[src/bqw_pkg.sv]
package bqw_pkg;

   localparam int MAX_SCORE   = 93;
   localparam int SCORE_W     = 7;
   localparam int CHAR_W      = 8;
   localparam int CSR_W       = 9;
   localparam int POS_W       = 16;
   localparam int ENTRY_W     = 32;
   localparam int PHRED_BASE  = 33;
   localparam int DEFAULT_K   = 31;

   localparam logic [63:0] ONE_Q62   = 64'h4000_0000_0000_0000;
   localparam logic [63:0] TWO_Q62   = 64'h8000_0000_0000_0000;
   localparam logic [63:0] TENTH_Q62 = ONE_Q62 / 10;

   typedef logic [SCORE_W-1:0] score_type;
   typedef logic [MAX_SCORE:0][ENTRY_W-1:0] cost_table_type;

   // (a * b) >> 62, truncated to 64 bits
   function automatic logic [63:0] mul_q62(input logic [63:0] a, input logic [63:0] b);
      logic [127:0] prod;
      prod = {64'd0, a} * {64'd0, b};
      return prod[125:62];
   endfunction

   function automatic logic [63:0] pow10_q62(input logic [63:0] c);
      logic [63:0] r;
      r = c;
      for (int i = 1; i < 10; i++) begin
         r = mul_q62(r, c);
      end
      return r;
   endfunction

   // Cost of score q: -log2(1 - 10^(-q/10)) in unsigned 8.24, score 0 saturated.
   function automatic cost_table_type build_cost_table();
      cost_table_type tbl;
      logic [63:0] lo;
      logic [63:0] hi;
      logic [63:0] mid;
      logic [63:0] c;
      logic [63:0] p;
      logic [63:0] y;
      logic [63:0] frac;
      logic [63:0] e;
      logic [63:0] cq40;
      lo = 64'd0;
      hi = ONE_Q62;
      for (int it = 0; it < 64; it++) begin
         if (hi - lo > 64'd1) begin
            mid = lo + ((hi - lo) >> 1);
            if (pow10_q62(mid) <= TENTH_Q62) begin
               lo = mid;
            end else begin
               hi = mid;
            end
         end
      end
      c = lo;
      tbl[0] = {ENTRY_W{1'b1}};
      p = ONE_Q62;
      for (int q = 1; q <= MAX_SCORE; q++) begin
         p = mul_q62(p, c);
         y = ONE_Q62 - p;
         e = 64'd0;
         frac = 64'd0;
         for (int s = 0; s < 64; s++) begin
            if (y < ONE_Q62) begin
               y = y << 1;
               e = e + 64'd1;
            end
         end
         for (int i = 0; i < 40; i++) begin
            y = mul_q62(y, y);
            frac = frac << 1;
            if (y >= TWO_Q62) begin
               y = y >> 1;
               frac[0] = 1'b1;
            end
         end
         cq40 = (e << 40) - frac;
         tbl[q] = ENTRY_W'((cq40 + 64'h8000) >> 16);
      end
      return tbl;
   endfunction

   localparam cost_table_type COST_TABLE = build_cost_table();

endpackage

[src/best_quality_window_finder.sv]
// Channel  Direction  tdata                tuser       tlast
// req      in         [7:0] qual_char      -           last_char
// rsp      out        [15:0] best_start    too_short   -
// csr      in         wr_data[8:0] window_len (write on csr_wr_en)
//
// One quality beat per cycle: cost lookup, window add/subtract and best compare
// all close in the cycle of acceptance; the score line shifts one cell per beat.
// The result lands in the rsp register at the edge that takes the last beat.
// reset (synchronous) clears counts, sums and the result valid flag; the score
// line has no clearing pass since a cell is read only after this read filled it.
// A stalled result blocks only a new last beat; other beats keep flowing.
module best_quality_window_finder #(
   parameter int MAX_WINDOW   = 256,
   parameter int MAX_READ_LEN = 65536
) (
   input  logic                           clock,
   input  logic                           reset,
   // req_tdata: [7:0] qual_char
   input  logic                           req_tvalid,
   output logic                           req_tready,
   input  logic [bqw_pkg::CHAR_W-1:0]     req_tdata,
   input  logic                           req_tlast,
   // rsp_tdata: [15:0] best_start
   output logic                           rsp_tvalid,
   input  logic                           rsp_tready,
   output logic [bqw_pkg::POS_W-1:0]      rsp_tdata,
   // rsp_tuser: [0] too_short
   output logic                           rsp_tuser,
   input  logic                           csr_wr_en,
   input  logic [bqw_pkg::CSR_W-1:0]      csr_wr_data
);
   import bqw_pkg::*;

   localparam int KW     = $clog2(MAX_WINDOW + 1);
   localparam int CNT_W  = $clog2(MAX_READ_LEN + 1);
   localparam int COST_W = ENTRY_W + $clog2(MAX_WINDOW);

   // configuration and latched window length
   logic [CSR_W-1:0]  window_len_ff;
   logic [CSR_W-1:0]  window_len_in;
   logic [KW-1:0]     k_ff;
   logic [KW-1:0]     k_in;
   logic [KW-1:0]     k_csr;
   logic [KW-1:0]     k_eff;

   // read state
   logic [CNT_W-1:0]  char_count_ff;
   logic [CNT_W-1:0]  char_count_in;
   logic [COST_W-1:0] window_cost_ff;
   logic [COST_W-1:0] window_cost_in;
   logic [COST_W-1:0] best_cost_ff;
   logic [COST_W-1:0] best_cost_in;
   logic [POS_W-1:0]  best_pos_ff;
   logic [POS_W-1:0]  best_pos_in;

   // result register
   logic              rsp_valid_ff;
   logic              rsp_valid_in;
   logic [POS_W-1:0]  rsp_start_ff;
   logic [POS_W-1:0]  rsp_start_in;
   logic              rsp_short_ff;
   logic              rsp_short_in;

   // datapath
   logic              req_accept;
   logic              first_beat;
   logic              in_range;
   logic              shift_en;
   score_type         new_score;
   score_type         old_score;
   score_type         cell_score [MAX_WINDOW];
   logic [COST_W-1:0] sum_add;
   logic [COST_W-1:0] sum_next;
   logic [CNT_W-1:0]  n_plus;
   logic [CNT_W-1:0]  start_full;
   logic [CNT_W-1:0]  count_after;
   logic [POS_W-1:0]  pos_after;
   logic [COST_W-1:0] best_after;
   logic [COST_W-1:0] cost_after;
   logic              take_best;

   // Block only a last beat while the result register is full and stalled.
   assign req_tready = !rsp_valid_ff || rsp_tready || !req_tlast;
   assign req_accept = req_tvalid && req_tready;

   always_comb begin
      // clamp window_len into 1..MAX_WINDOW
      if (window_len_ff == '0) begin
         k_csr = KW'(1);
      end else if (window_len_ff > MAX_WINDOW) begin
         k_csr = KW'(MAX_WINDOW);
      end else begin
         k_csr = KW'(window_len_ff);
      end
      first_beat = (char_count_ff == '0);
      k_eff      = first_beat ? k_csr : k_ff;
      in_range   = (char_count_ff < MAX_READ_LEN);
      shift_en   = req_accept && in_range;

      // phred score, clamped
      if (req_tdata < PHRED_BASE) begin
         new_score = '0;
      end else if (req_tdata - CHAR_W'(PHRED_BASE) > MAX_SCORE) begin
         new_score = SCORE_W'(MAX_SCORE);
      end else begin
         new_score = SCORE_W'(req_tdata - CHAR_W'(PHRED_BASE));
      end
      old_score = (cell_score[MAX_WINDOW-1] > MAX_SCORE) ? SCORE_W'(MAX_SCORE)
                                                         : cell_score[MAX_WINDOW-1];

      // slide the window: add entering cost, drop the one that leaves
      sum_add = window_cost_ff + COST_W'(COST_TABLE[new_score]);
      if (char_count_ff >= k_eff) begin
         sum_next = sum_add - COST_W'(COST_TABLE[old_score]);
      end else begin
         sum_next = sum_add;
      end
      n_plus     = char_count_ff + CNT_W'(1);
      start_full = n_plus - CNT_W'(k_eff);
      take_best  = in_range && (n_plus >= k_eff) &&
                   ((start_full == '0) || (sum_next < best_cost_ff));

      count_after = in_range ? n_plus : char_count_ff;
      cost_after  = in_range ? sum_next : window_cost_ff;
      pos_after   = take_best ? POS_W'(start_full) : best_pos_ff;
      best_after  = take_best ? sum_next : best_cost_ff;

      // defaults: hold
      window_len_in  = csr_wr_en ? csr_wr_data : window_len_ff;
      k_in           = (req_accept && first_beat) ? k_csr : k_ff;
      char_count_in  = char_count_ff;
      window_cost_in = window_cost_ff;
      best_cost_in   = best_cost_ff;
      best_pos_in    = best_pos_ff;
      rsp_valid_in   = rsp_valid_ff && !rsp_tready;
      rsp_start_in   = rsp_start_ff;
      rsp_short_in   = rsp_short_ff;

      if (req_accept) begin
         if (req_tlast) begin
            // emit and return read state to reset values
            rsp_valid_in   = 1'b1;
            rsp_short_in   = (count_after < k_eff);
            rsp_start_in   = (count_after < k_eff) ? '0 : pos_after;
            char_count_in  = '0;
            window_cost_in = '0;
            best_cost_in   = '1;
            best_pos_in    = '0;
         end else begin
            char_count_in  = count_after;
            window_cost_in = cost_after;
            best_cost_in   = best_after;
            best_pos_in    = pos_after;
         end
      end
   end

   // score line: insertion cell picked by k, oldest score read at the end
   for (genvar i = 0; i < MAX_WINDOW; i++) begin : g_cell
      bqw_cell #(
         .INDEX      (i),
         .MAX_WINDOW (MAX_WINDOW),
         .KW         (KW)
      ) u_cell (
         .clock      (clock),
         .shift_en   (shift_en),
         .k          (k_eff),
         .new_score  (new_score),
         .prev_score ((i == 0) ? new_score : cell_score[(i == 0) ? 0 : i-1]),
         .score_out  (cell_score[i])
      );
   end

   always_ff @(posedge clock) begin
      if (reset) begin
         window_len_ff  <= CSR_W'(DEFAULT_K);
         k_ff           <= KW'(DEFAULT_K);
         char_count_ff  <= '0;
         window_cost_ff <= '0;
         best_cost_ff   <= '1;
         best_pos_ff    <= '0;
         rsp_valid_ff   <= 1'b0;
      end else begin
         window_len_ff  <= window_len_in;
         k_ff           <= k_in;
         char_count_ff  <= char_count_in;
         window_cost_ff <= window_cost_in;
         best_cost_ff   <= best_cost_in;
         best_pos_ff    <= best_pos_in;
         rsp_valid_ff   <= rsp_valid_in;
      end
   end

   always_ff @(posedge clock) begin
      rsp_start_ff <= rsp_start_in;
      rsp_short_ff <= rsp_short_in;
   end

   assign rsp_tvalid = rsp_valid_ff;
   assign rsp_tdata  = rsp_start_ff;
   assign rsp_tuser  = rsp_short_ff;

endmodule

[src/bqw_cell.sv]
module bqw_cell #(
   parameter int INDEX      = 0,
   parameter int MAX_WINDOW = 256,
   parameter int KW         = 9
) (
   input  logic                    clock,
   input  logic                    shift_en,
   input  logic [KW-1:0]           k,
   input  bqw_pkg::score_type      new_score,
   input  bqw_pkg::score_type      prev_score,
   output bqw_pkg::score_type      score_out
);
   import bqw_pkg::*;

   // This cell is the insertion point when the window is this far from the end.
   localparam logic [KW-1:0] TAP_K = KW'(MAX_WINDOW - INDEX);

   score_type score_ff;
   score_type score_in;

   always_comb begin
      score_in = (k == TAP_K) ? new_score : prev_score;
   end

   always_ff @(posedge clock) begin
      if (shift_en) begin
         score_ff <= score_in;
      end
   end

   assign score_out = score_ff;

endmodule

[config.mk]
export PLATFORM = sky130hd
export DESIGN_NAME = best_quality_window_finder
export DESIGN_NICKNAME = d
export VERILOG_FILES = /design/src/bqw_pkg.sv /design/src/best_quality_window_finder.sv /design/src/bqw_cell.sv
export SDC_FILE = /design/constraint.sdc
export NUM_CORES = 2
export LEC_CHECK = 0
export BUFFER_PORTS_ARGS = -buffer_cell sky130_fd_sc_hd__buf_4
export CAP_MARGIN = 25
export CORE_MARGIN = 3
export CORE_UTILIZATION = 35
export DETAILED_ROUTE_END_ITERATION = 12
export SYNTH_ARGS = -nofsm -noshare
export SYNTH_HDL_FRONTEND = slang
export SYNTH_SLANG_ARGS = --single-unit
[constraint.sdc]
create_clock -name clock -period 105.1 [get_ports clock]
set_clock_uncertainty 0.05 [all_clocks]
set_input_delay 5.255 -clock clock [delete_from_list [all_inputs] [get_ports clock]]
set_output_delay 5.255 -clock clock [all_outputs]
set_load 0.05 [all_outputs]
==> flow_metrics.py <==
metrics = {
    "pwr": {
        "fin_total_pwr_uw": 1790,
        "power.density_mw_per_mm2": 18.3,
        "vdd_drop_max_uv": 17.8,
        "p_leak_uw": 0.0380,
    },
    "route": {
        "drtIter0Drc": 5938,
        "highest_layer": "met4",
        "totalWireLength_um": 215000,
        "viasPerCell": 5.26,
        "wl_met3_um": 11000,
        "wl_met1_um": 102000,
        "ant_nets": 0,
        "route.vias.total": 60608,
        "routed-wl-met2_um": 97500,
        "routedWlPerCell_um": 18.7,
        "drcViolationCount": 0,
        "firstDrtPassIters": 6,
    },
    "yosys": {
        "async_flop_share_pct": 0,
        "avgSynthCellArea_um2": 10.6,
        "synth_ff_type": "edfxtp_1",
        "synth_edf_count": 1809,
        "netlist_top_cells_area": "edfxtp_1, o21ai_0, nand2_1, dfxtp_1, clkbuf_1",
        "synth_cells": 8308,
        "ys_ff_latch": 1941,
        "synth_xor_area_share_pct": 1.11,
        "synth_nets": 8501,
        "syn-cell-area_mm2": 0.0882,
        "synth_adder_area_share_pct": 2.44,
        "synth_top_area_share_pct": 61.6,
        "ys_seq_area_share_pct": 64.6,
        "yosysWarnings": 0,
        "yosys.area_share.simple_pct": 12.8,
        "synth_top_family_by_area": "compound AO/OA/AOI/OAI gates",
        "synth.distinct_cells": 85,
        "synth_compound_area_share_pct": 15.5,
        "synth.area.mux_share_pct": 0.538,
        "synth_area_leader_cell": "edfxtp_1",
    },
    "die": {
        "start_util_pct": 35.3,
        "io_pins": 42,
        "chipWidth_um": 508,
        "die_h_um": 508,
        "core_mm2": 0.250,
        "die_area_mm2": 0.258,
        "fp-row-count": 183,
    },
    "place": {
        "dpl.cell_count": 11150,
        "globalplace.congestion": 0.870,
        "hpwl_um": 125000,
        "portBuffers": 41,
    },
    "layout": {
        "stdcell_count": 11522,
        "layout.nets": 8218,
        "drive_gt1_share_pct": 6.13,
        "area_growth_pct": 11.0,
    },
    "global_route": {
        "antenna_found_initial": 4,
        "grt.total_usage_pct": 16.2,
        "first_global_vias": 57683,
        "grt_pass1_wl_um": 337000,
        "grt_max_degree": 194,
        "grt_overflow": 0,
    },
    "setup_path": {
        "cp-end-kind": "flip-flop",
        "r2r_cells": 35,
        "required_ns": 105.76,
        "criticalPathCategory": "input pin to flip-flop",
        "worst-path-max-fanout": 73,
        "critPathArrivalTime_ns": 18.59,
        "cp_slowest_cell": "buf_4",
        "start_kind": "input pin",
        "critPathMaxStageDelay_ns": 0.79,
    },
    "hold_path": {
        "whs_path_depth": 1,
        "hp-class": "flip-flop to flip-flop",
    },
    "timing": {
        "fin_crit_sh_pct": 17.1,
        "slew_headroom_pct": 20.1,
        "worst_slew_pin_slew_ns": 1.20,
        "setup-violations-final": 0,
        "drv_slew": 0,
        "rsz0062_at_grt": "false",
        "fmax_ghz": 0.0558,
        "fin_crit_ns": 17.93,
        "setup_tns_ns": 0,
        "hold_viol_final": 0,
    },
    "run": {
        "maxCapViolCount": 0,
    },
    "clock_tree": {
        "clkTransAtPathRegs_ns": 0.06,
        "cts_num_sinks": 1941,
        "htree_levels": 4,
        "hold_buffers": 0,
        "clock_tree.root_cell": "clkbuf_16",
        "cts_tree": "yes",
        "post_cts_resized": 0,
        "cts_setup_buffers": 0,
        "clk_path_buf_depth": 3,
        "clock_latency_ns": 0.82,
        "cts_buffers": 197,
    },
    "outcome": {
        "status": "finished clean",
    },
}
## metrics by stage
step / utilization [%] / setup slack, ns / area, um2 / hold slack (ns)
3_3_place_gp: 36.6 / 86.51 / 91300 / 0.391
2_1_floorplan: - / 20.58 / 88200 / 0.385
6_report: 39.2 / 87.17 / 97900 / 0.410
5_1_grt: 39.2 / 86.14 / 97900 / 0.429
3_5_place_dp: 36.6 / 86.43 / 91300 / 0.399
4_1_cts: 39.1 / 87.26 / 97700 / 0.412
## Yosys cell counts (14+ instances only)
cell type / count
inv_1: 82
ha_1: 167
nor2b_1: 35
o21a_1: 14
mux2i_1: 38
nand3_1: 47
and3_1: 22
a21oi_1: 208
a21o_1: 62
nand4_1: 22
clkbuf_1: 604
nor2_1: 239
or2_2: 14
edfxtp_1: 1809
o211ai_1: 54
a211o_1: 23
a31oi_1: 26
xnor2_1: 67
nor3_1: 44
nand2_1: 2282
nand2b_1: 33
o22ai_1: 14
o21ai_0: 1926
xor2_1: 45
a22oi_1: 47
a211oi_1: 35
dfxtp_1: 132
## final timing paths
path                                    from              end  slack [ns]
max                             req_tdata[0]  best_cost_ff[5]       87.17
min                                  k_ff[2]          k_ff[2]        0.41
max reg2reg  g_cell[255].u_cell.score_out[1]  best_cost_ff[5]       94.31
min reg2reg                          k_ff[2]          k_ff[2]        0.41
## cells in the final DEF (no fill, tap or decap), types with 42 or more instances in the layout
cell type / count
nand2_1: 2281
o21ai_0: 1924
edfxtp_1: 1809
nor2_1: 217
a21oi_1: 208
clkbuf_16: 199
ha_1: 167
buf_4: 134
dfxtp_1: 132
inv_1: 82
xnor2_1: 67
a21o_1: 62
o211ai_1: 54
nand3_1: 47
a22oi_1: 46
clkinv_2: 46
xor2_1: 45
nor3_1: 42
clkinv_1: 42
## flip-flops by register name, indices dropped and copies added, names as in the netlist
| name | count |
|---|---|
| best_cost_ff | 40 |
| best_pos_ff | 16 |
| char_count_ff | 17 |
| g_cell.u_cell.score_out | 1792 |
| k_ff | 9 |
| rsp_tdata | 16 |
| rsp_tuser | 1 |
| rsp_tvalid | 1 |
| window_cost_ff | 40 |
| window_len_ff | 9 |
## per-layer routing
metal / track usage (%) / vias to the layer above
li1: - / 29125
met1: 23.5 / 29682
met2: 25.7 / 1512
met3: 2.17 / 289
met4: 4.07 / 0
met5: 0 / -
## logic make-up after synthesis
family          count (synthesis)
fa+ha+maj                     170
simple gates                 2810
compound gates               2517
xor+xnor                      112
mux                            46
flops                        1941
buf+inv                       712
## worst max-delay path: cells and delay by family
kind            cells  cell delay, ns
compound gates     24            5.34
xor+xnor            2            0.54
fa+ha+maj           6            2.08
buf+inv             6            1.97
simple gates       12            3.28
## cell type report
type	instances	area [um2]
inverter	84	315
fill	24131	152000
sequential	1941	57000
clock buffer	238	5140
clock inverter	126	1240
antenna	2	5.00
multi-input combinational	5655	28700
tap	3330	4170
timing repair buffer	146	1300
## power breakdown
part / internal, uW / switching (uW) / total [uW]
combinational: 50.1 / 126 / 176
clock: 396 / 300 / 696
sequential: 904 / 14.0 / 918
total: 1350 / 440 / 1790
No activity file was read; power rests on OpenSTA's default activity.
